## src/hdl/sse_pkg.sv

```systemverilog
// Shared constants, command and result types for the sorted set engine.
package sse_pkg;

   localparam int CAPACITY    = 1024;
   localparam int ADDR_W      = $clog2(CAPACITY);
   localparam int COUNT_W     = $clog2(CAPACITY + 1);
   localparam int KEY_W       = 16;
   localparam int KIND_W      = 2;
   localparam int ENTRY_W     = 11;
   localparam int RSP_DATA_W  = 16;
   localparam int QUEUE_DEPTH = 2;
   localparam int QPTR_W      = $clog2(QUEUE_DEPTH);
   localparam int QCNT_W      = $clog2(QUEUE_DEPTH + 1);

   localparam logic [KIND_W-1:0] KIND_QUERY  = KIND_W'(0);
   localparam logic [KIND_W-1:0] KIND_INSERT = KIND_W'(1);
   localparam logic [KIND_W-1:0] KIND_DELETE = KIND_W'(2);

   typedef enum logic [1:0] {
      OP_QUERY,
      OP_INSERT,
      OP_DELETE,
      OP_NOP
   } op_type;

   typedef struct packed {
      op_type             op;
      logic [KEY_W-1:0]   key;
   } cmd_type;

   typedef struct packed {
      logic               success;
      logic               store_full;
      logic [ENTRY_W-1:0] entry_count;
   } result_type;

   typedef struct packed {
      logic [COUNT_W-1:0] count;
   } status_type;

endpackage

```

## src/hdl/sse_front.sv

```systemverilog
// Front end: accepts request beats and decodes them into commands.
module sse_front (
   input  logic                        clock,
   input  logic                        reset,
   input  logic                        req_tvalid,
   output logic                        req_tready,
   input  logic [sse_pkg::KIND_W-1:0]  kind,
   input  logic [sse_pkg::KEY_W-1:0]   key_value,
   output logic                        cmd_valid,
   input  logic                        cmd_ready,
   output sse_pkg::cmd_type            cmd
);

   logic             hold_valid_ff;
   logic             hold_valid_in;
   sse_pkg::cmd_type hold_cmd_ff;
   sse_pkg::cmd_type hold_cmd_in;
   sse_pkg::op_type  decoded_op;

   always_comb begin
      case (kind)
         sse_pkg::KIND_QUERY:  decoded_op = sse_pkg::OP_QUERY;
         sse_pkg::KIND_INSERT: decoded_op = sse_pkg::OP_INSERT;
         sse_pkg::KIND_DELETE: decoded_op = sse_pkg::OP_DELETE;
         default:              decoded_op = sse_pkg::OP_NOP;
      endcase
   end

   assign req_tready = !hold_valid_ff || cmd_ready;
   assign cmd_valid  = hold_valid_ff;
   assign cmd        = hold_cmd_ff;

   always_comb begin
      hold_valid_in = hold_valid_ff && !cmd_ready;
      hold_cmd_in   = hold_cmd_ff;
      if (req_tvalid && req_tready) begin
         hold_valid_in   = 1'b1;
         hold_cmd_in.op  = decoded_op;
         hold_cmd_in.key = key_value;
      end
   end

   always_ff @(posedge clock) begin
      if (reset) begin
         hold_valid_ff <= 1'b0;
      end else begin
         hold_valid_ff <= hold_valid_in;
      end
      hold_cmd_ff <= hold_cmd_in;
   end

endmodule

```

## config.mk

```make
export PLATFORM = sky130hd
export DESIGN_NAME = sse_front
export DESIGN_NICKNAME = d
export VERILOG_FILES = /design/src/hdl/sse_pkg.sv /design/src/hdl/sse_front.sv
export SDC_FILE = /design/constraint.sdc
export NUM_CORES = 1
export LEC_CHECK = 0
export ABC_AREA = 1
export BUFFER_PORTS_ARGS = -buffer_cell sky130_fd_sc_hd__buf_4
export CORE_MARGIN = 5
export CORE_UTILIZATION = 38
export DETAILED_ROUTE_END_ITERATION = 6
export PLACE_DENSITY = 0.86
export SLEW_MARGIN = 20
export SYNTH_ARGS = -nofsm -noshare
export SYNTH_HDL_FRONTEND = slang
export SYNTH_SLANG_ARGS = --single-unit
```

## constraint.sdc

```tcl
create_clock -name clock -period 2.35 [get_ports clock]
set_clock_uncertainty 0.2 [all_clocks]
set_input_delay 0.47 -clock clock [delete_from_list [all_inputs] [get_ports clock]]
set_output_delay 0.47 -clock clock [all_outputs]
set_load 0.01 [all_outputs]
```

==> impl_results.md <==
* Status: finished, final reports clean
* RSZ-0062 raised after global routing: false
* Vias at 391
* Yosys top cell area share at 90.8%
* Placer Congestion at 0.609
* R2R Setup Slk at 1.10 ns
* Detailed Routing Iterations Pass 1 at 2
* Simple-gate area share of the yosys netlist at 1.05%
* Number of remaining DRC errors at 0
* Worst hold path class: input pin to flop
* WL final at 1.14 mm
* Post-Synth XOR/XNOR Area at 0%
* Clk slew on worst S/H paths at 0.10 ns
* Comb pwr share at 12.4%
* P_int at roughly 0.00050 W
* Multiplexer share of the synthesized area at 0%
* WL per Instance at roughly 13 um
* Largest net degree at the start of global routing at 19
* Skew-Pair Late Insertion Delay at 0.28 ns
* Fraction of the mapped netlist area in compound gates at roughly 2.3%
* Yosys warnings at 0
* Post-synthesis adder-cell area fraction at 0%
* Setup crit start kind: flop
* Initial core utilization at 40.0%
* CP Class: flop to primary output
* Die X at 49.6 um
* Area growth syn-to-layout at 60.3%
* Share of cells above drive strength 1 at 71.4%
* Post-synth top area cell: edfxtp_1
* Synth cell count leaders: edfxtp_1, clkbuf_1
* Initial antenna violation count at 0
* Post-CTS setup buffer count at 0
* Largest family of logic cells by synthesized area: buffers and inverters
* Pleak at 0.417 nW
* Die H at 49.6 um
* CP Data Required Time at 1.68 ns
* Core Footprint at between 0.001 and 0.0015 mm2
* Max-slew headroom at between 80% and 90%
* Vias/cell at 4.55
* CTS resizes at 0
* Worst-margin pin slew at 0.222 ns
* Num CTS Buffers at 3
* FILL cells at 115
* Post-synthesis instance total at 26
* Largest stage delay, worst path at approximately 0.4 ns
* Net Sw Frac at 20.2%
* Maximum vdd drop at 0.000457 V
* Post-synthesis sequential area ratio at between 90% and 100%
* Tcrit/Tclk final at 67.6%
* Period minus WS final at 1.59 ns
* Final setup viols at 0
* Vias in the first global route at 464
* Synth cell types at 8
* R2R cell count at 2
* Synth Register Bits at 19
* Max FO, Critical Path at 3
* I/O Pins at 42
* Slew Limit Fails at 0
* Max_cap viols at 0
* Clk pwr share at 24.3%
* GRT overflow at 0
* First-pass GRT wire length at between 1.5 and 2 mm
* Flop pwr share at between 60% and 70%
* ANT cells at 0
* Final Hold Fails at 0
* Post-synth EDFFs at 18
* Reg2reg end: cmd[6]$_DFFE_PP_
* Crit-path cells: nand2_2, buf_4
* Top_reg_cell synth: edfxtp_1
* Multi-input logic area at around 24 um2
* Syn Nets at 48
* Die Footprint at around 0.0025 mm2
* Reg-to-Reg Start: cmd_valid$_SDFF_PP0_
* Clock Tree Buf Depth at 2
* Number of core rows at 14
* Hold_buf cts at 0
* Hold Path Depth at 2
* Post-route ant nets at 0
* Synthesized cell area at 596 um2
* Net load switching power at 0.000128 W
* Final total power at 0.000631 W
* Asr flop ratio synth at 0%
* Crit path to: req_tready
* CP max-delay cell: dfxtp_1
* Htree depth at 1
* GRT Total Usage at 9.96%
* Fmax at 629 MHz
* WP data arrival at 0.92 ns
* Worst Setup End Kind: primary output
* Root buf cell: clkbuf_4
* Largest cells by area after synthesis: edfxtp_1, dfxtp_1, a21oi_2, clkbuf_1, nand2_2
* Nets@finish at 93
* Setup TNS at 0 ns
* # clock sinks at 19
* Critical Path Source: cmd_valid$_SDFF_PP0_
* Number of I/O port buffers at 41
* CTS tree: done
* Hold Startpoint: reset
* Storage cell area at 561 um2
* Pwr dens at 661 mW/mm2
* Most numerous cell in the Yosys netlist: edfxtp_1
* 1st-iter DRT viols at 4
* Avg Cell Area, Syn at 22.9 um2
[area by class of cell]
| type | count | share of cell area [%] |
|---|---|---|
| clock buffer | 3 | 2.36 |
| clock inverter | 1 | 0.524 |
| inverter | 2 | 0.786 |
| multi-input combinational | 3 | 2.49 |
| sequential | 19 | 58.7 |
| tap | 16 | 2.10 |
| timing repair buffer | 42 | 33.0 |
[cell usage in the layout, fill, tap and decap left out, drive strengths merged]
cell    synthesis  final
a21oi           2      2
buf             0     42
clkbuf          2      3
clkinv          0      1
dfxtp           1      1
edfxtp         18     18
inv             2      2
nand2           1      1
[worst min path at each step]
stage | to | slack [ns]
2_1_floorplan | cmd_valid$_SDFF_PP0_ | 0.33
3_3_place_gp | cmd_valid$_SDFF_PP0_ | 0.29
3_5_place_dp | cmd_valid$_SDFF_PP0_ | 0.31
4_1_cts | cmd_valid$_SDFF_PP0_ | 0.11
5_1_grt | cmd_valid$_SDFF_PP0_ | 0.09
6_report | cmd_valid$_SDFF_PP0_ | 0.12
[cell families after synthesis]
group	count (synthesis)
DFF	19
buffers and inverters	4
AOI/OAI and AO/OA	2
and+or+nand+nor	1
[critical path: cells and delay by family, from the launching register on]
kind | cells | cell delay, ns
flip-flops | 1 | 0.40
buffers and inverters | 1 | 0.15
AND/OR/NAND/NOR | 1 | 0.09
[per-layer routing]
layer / vias to the layer above / global-route usage (%) / wire [um]
met5: - / 0 / 0
met2: 32 / 16.3 / 510
met1: 178 / 9.77 / 421
li1: 181 / - / -
met4: 0 / 3.93 / 0
met3: 0 / 6.63 / 205
[flip-flops by register name (all words and copies together), names as in the netlist]
name       count
cmd           18
cmd_valid      1
[metrics by stage]
stage	setup WS (ns)	area (um2)	cells	utilization (%)	hold WS, ns
detailed placement	0.833	927	82	62.3	0.308
global placement	0.856	927	82	62.3	0.288
global route	0.710	955	86	64.1	0.0932
floorplan	0.317	596	26	-	0.332
CTS	0.741	955	86	64.1	0.107
finish	0.761	955	86	64.1	0.124
[power groups by stage]
stage,combinational (W),clock [W],sequential [W]
finish,0.0000785,0.000154,0.000399
global route,0.0000848,0.000181,0.000402
CTS,0.0000802,0.000163,0.000400
detailed placement,0.0000802,0,0.000407
global placement,0.0000783,0,0.000406
floorplan,0.0000102,0,0.000418
Power figures use the tool's default switching activity.
