`config.mk`:
```
export PLATFORM = sky130hd
export DESIGN_NAME = sse_queue
export DESIGN_NICKNAME = d
export VERILOG_FILES = /design/src/hdl/sse_pkg.sv /design/src/hdl/sse_queue.sv
export SDC_FILE = /design/constraint.sdc
export NUM_CORES = 1
export LEC_CHECK = 0
export BUFFER_PORTS_ARGS = -buffer_cell sky130_fd_sc_hd__buf_2
export CAP_MARGIN = 20
export CORE_AREA = 2 2 62 64
export CTS_BUF_LIST = sky130_fd_sc_hd__clkbuf_16
export CTS_CLUSTER_DIAMETER = 80
export CTS_CLUSTER_SIZE = 20
export DETAILED_ROUTE_END_ITERATION = 8
export DIE_AREA = 0 0 64 66
export PLACE_DENSITY = 0.73
export SLEW_MARGIN = 0
export SYNTH_ARGS = -nofsm -noshare
export SYNTH_HDL_FRONTEND = slang
export SYNTH_SLANG_ARGS = --single-unit
```
`constraint.sdc`:
```
create_clock -name clock -period 1.5 [get_ports clock]
set_input_delay 0.15 -clock clock [delete_from_list [all_inputs] [get_ports clock]]
set_output_delay 0.15 -clock clock [all_outputs]
set_load 0.02 [all_outputs]
```
`src/hdl/sse_pkg.sv`:
```
// Shared constants, command and result types for the sorted set engine.
package sse_pkg;

   localparam int CAPACITY    = 1024;
   localparam int ADDR_W      = $clog2(CAPACITY);
   localparam int COUNT_W     = $clog2(CAPACITY + 1);
   localparam int KEY_W       = 16;
   localparam int KIND_W      = 2;
   localparam int ENTRY_W     = 11;
   localparam int RSP_DATA_W  = 16;
   localparam int QUEUE_DEPTH = 2;
   localparam int QPTR_W      = $clog2(QUEUE_DEPTH);
   localparam int QCNT_W      = $clog2(QUEUE_DEPTH + 1);

   localparam logic [KIND_W-1:0] KIND_QUERY  = KIND_W'(0);
   localparam logic [KIND_W-1:0] KIND_INSERT = KIND_W'(1);
   localparam logic [KIND_W-1:0] KIND_DELETE = KIND_W'(2);

   typedef enum logic [1:0] {
      OP_QUERY,
      OP_INSERT,
      OP_DELETE,
      OP_NOP
   } op_type;

   typedef struct packed {
      op_type             op;
      logic [KEY_W-1:0]   key;
   } cmd_type;

   typedef struct packed {
      logic               success;
      logic               store_full;
      logic [ENTRY_W-1:0] entry_count;
   } result_type;

   typedef struct packed {
      logic [COUNT_W-1:0] count;
   } status_type;

endpackage

```
`src/hdl/sse_queue.sv`:
```
// Short command queue between the front end and the executor.
module sse_queue (
   input  logic             clock,
   input  logic             reset,
   input  logic             push_valid,
   output logic             push_ready,
   input  sse_pkg::cmd_type push_data,
   output logic             pop_valid,
   input  logic             pop_ready,
   output sse_pkg::cmd_type pop_data
);

   sse_pkg::cmd_type              entries_ff [sse_pkg::QUEUE_DEPTH];
   logic [sse_pkg::QPTR_W-1:0]    wr_ptr_ff;
   logic [sse_pkg::QPTR_W-1:0]    wr_ptr_in;
   logic [sse_pkg::QPTR_W-1:0]    rd_ptr_ff;
   logic [sse_pkg::QPTR_W-1:0]    rd_ptr_in;
   logic [sse_pkg::QCNT_W-1:0]    fill_ff;
   logic [sse_pkg::QCNT_W-1:0]    fill_in;
   logic                          do_push;
   logic                          do_pop;

   assign push_ready = fill_ff != sse_pkg::QCNT_W'(sse_pkg::QUEUE_DEPTH);
   assign pop_valid  = fill_ff != '0;
   assign pop_data   = entries_ff[rd_ptr_ff];
   assign do_push    = push_valid && push_ready;
   assign do_pop     = pop_valid && pop_ready;

   always_comb begin
      wr_ptr_in = wr_ptr_ff;
      rd_ptr_in = rd_ptr_ff;
      fill_in   = fill_ff;
      if (do_push) begin
         wr_ptr_in = (wr_ptr_ff == sse_pkg::QPTR_W'(sse_pkg::QUEUE_DEPTH - 1)) ?
                     '0 : wr_ptr_ff + 1'b1;
      end
      if (do_pop) begin
         rd_ptr_in = (rd_ptr_ff == sse_pkg::QPTR_W'(sse_pkg::QUEUE_DEPTH - 1)) ?
                     '0 : rd_ptr_ff + 1'b1;
      end
      if (do_push && !do_pop) begin
         fill_in = fill_ff + 1'b1;
      end else if (do_pop && !do_push) begin
         fill_in = fill_ff - 1'b1;
      end
   end

   always_ff @(posedge clock) begin
      if (reset) begin
         wr_ptr_ff <= '0;
         rd_ptr_ff <= '0;
         fill_ff   <= '0;
      end else begin
         wr_ptr_ff <= wr_ptr_in;
         rd_ptr_ff <= rd_ptr_in;
         fill_ff   <= fill_in;
      end
      if (do_push) begin
         entries_ff[wr_ptr_ff] <= push_data;
      end
   end

endmodule

```
==> impl_metrics.csv <==
group,metric,value,unit
worst_setup_path,r2r_slack,0.04,ns
sta,slew_headroom,85.64,%
clock_tree,cts-root-buf,"clkbuf_16",
sta,setup_ws,0.04215,ns
finish,nFillCells,286,
clock_tree,clkTransAtPathRegs,0.06,ns
synthesis,syn_avg_cell_area,18.99,um^2
synthesis,netlist_area,1519,um^2
grt,grtUsageTotal,13.01,%
clock_tree,holdBufCountCts,0,
clock_tree,cts_tree,"built",
sta,final_hold_viol_count,0,
sta,worstMarginPinSlew,0.2132,ns
synthesis,yosysWarnings,0,
finish,design_area,2022,um^2
grt,first_global_vias,855,
worst_setup_path,cp-end-kind,"flop",
job,drv_cap,0,
sta,maxSlewViolCount,0,
drt,via_per_inst,4.738,
sta,period_share,97.19,%
synthesis,yosys.cell_types.count,18,
worst_setup_path,critPathRequiredTime,1.72,ns
place,dp_hpwl,1.792,mm
sta,rsz0062_at_grt,"no",
drt,final_antenna_net_count,0,
power,p_leak,0.0007852,uW
drt,vias,867,
worst_setup_path,crit_type,"flop to flop",
finish,final_cells,183,
die,initial_core_util,42.78,%
sta,setup_viol_count_final,0,
die,num_rows,22,
finish,final_nets,157,
sta,min_period,1.458,ns
power,power_density,1809,nW/um^2
place,dp_slack,-0.05256,ns
clock_tree,clock-sinks,41,
worst_hold_path,hp-class,"input port to flop",
drt,drc,0,
power,ir_drop,0.0007620,V
die,ios,42,
place,port_buffers,41,
synthesis,syn_nets,103,
grt,grt_antenna_before_repair,0,
drt,drt_wl_total,2.474,mm
clock_tree,htree_num_levels,2,
worst_setup_path,worstPathArrival,1.67,ns
place,place_congestion,0.7008,
die,die_h,66,um
synthesis,ys_seq_elements,41,
finish,area_delta_synth_final,33.11,%
clock_tree,cts_made_buffers,5,
drt,drt_first_pass_iters,3,
run_status,status,"finished clean",
die,die_width,64,um
finish,n_antenna_cell,0,
worst_setup_path,critPathLaunchType,"flop",
clock_tree,clock_latency,0.28,ns
synthesis,synthCells,80,
sta,timing.fmax,685.9,MHz
grt,grt_max_degree,16,
place,place_inst,173,
grt,gr-total-overflow,0,
sta,holdWs,0.05892,ns
worst_setup_path,cp_max_fo,4,
die,dieArea,4224,um^2
clock_tree,clk_path_buf_depth,2,
finish,regArea,1187,um^2
die,core-area,3551,um^2
grt,grt_pass1_wl,3.939,mm
place,placed_cell_area,1837,um^2
drt,drt_iter0_drc,44,
finish,drive_gt1_share,62.96,%
drt,wl_per_cell,13.52,um
finish,multi_input_area,351.6,um^2
sta,clock-skew-final,0.004358,ns
synthesis,ys_seq_area_share,77.76,%
-- timing repair --
action,CTS,global route
cloned,0,0
gates resized for setup,5,3
setup endpoints to repair,4,2
setup buffers,2,0
pin swaps,2,1
-- registers in the layout, summed over array words and instances, names as in the netlist, named ones only --
| signal | flops |
|---|---|
| fill_ff | 2 |
| wr_ptr_ff | 1 |
| entries_ff | 36 |
| rd_ptr_ff | 1 |
-- path summary, 6_finish.rpt --
kind	from	end	cells past startpoint
max	fill_ff[0]	fill_ff[1]	6
min	push_data[5]	entries_ff[0][5]	1
max reg2reg	fill_ff[0]	fill_ff[1]	6
min reg2reg	rd_ptr_ff	flop	2
-- stage by stage --
stage / total power [uW] / utilization, % / setup TNS (ns)
after floorplan: 2242 / - / 0
after global placement: 2539 / 51.73 / 0
after detailed placement: 2581 / 51.73 / -0.05256
after CTS: 3684 / 56.69 / 0
after global routing: 3844 / 56.94 / 0
final: 3658 / 56.94 / 0
-- metal layers --
layer | global-route usage (%) | vias up | share of wire [%] | wire length (um)
met5 | 0 | - | 0 | 0
met4 | 5.707 | 0 | 1.7 | 43
li1 | - | 412 | - | -
met2 | 22.53 | 34 | 50 | 1230
met3 | 5.622 | 6 | 7.2 | 179
met1 | 13.77 | 415 | 41 | 1021
-- power breakdown --
| group | internal [uW] | switching (uW) |
|---|---|---|
| registers | 1450 | 72.0 |
| logic | 504 | 595 |
| clock network | 623 | 418 |
-- cells by family (layout without fill, tap and decap cells) --
family	Yosys count	count (layout)	synth area share [%]
xor gates and xnor gates	3	3	1.730
adders and majority gates	1	1	0.8236
muxes	18	18	13.34
and+or+nand+nor	9	9	3.296
AOI/OAI and AO/OA	5	5	1.977
DFF	41	41	77.76
buffers and inverters	3	58	1.070
-- synthesized netlist by cell type --
library cell,n,area [um^2]
a21bo_2,1,10.01
a21oi_1,2,10.01
and2_1,1,6.260
and3_1,1,6.260
buf_2,1,5.000
buf_4,1,7.510
dfxtp_1,5,100.1
edfxtp_1,36,1081
ha_1,1,12.51
inv_1,1,3.750
mux2_2,18,202.7
nand2b_1,1,6.260
nand3b_1,1,7.510
nor2_1,3,11.26
o21ai_0,2,10.01
or2_2,1,6.260
or3_1,1,6.260
xor2_1,3,26.28
-- critical path, stage by stage, from the launching register on --
cell and delay, ns:
dfxtp_4 0.36, nand2b_4 0.14, and2_4 0.16, ha_4 0.15, xor2_1 0.14, or3_1 0.34
a21oi_2 0.12
-- layout make-up --
type | count | share of cell area [%]
well taps | 48 | 2.970
clock buffers | 5 | 6.188
multi-input cells | 36 | 17.39
flip-flops and latches | 41 | 58.73
clock inverters | 3 | 1.238
repair buffers | 49 | 13.30
inverters | 1 | 0.1856
-- placed cells by master, fill, tap and decap left out, types with 2 or more instances in the layout --
cell       count
clkbuf_16      5
edfxtp_1      36
buf_4          7
mux2_2        18
xor2_1         3
dfxtp_1        2
dfxtp_2        2
nor2_1         3
buf_2         41
(Power assumes the default switching activity.)
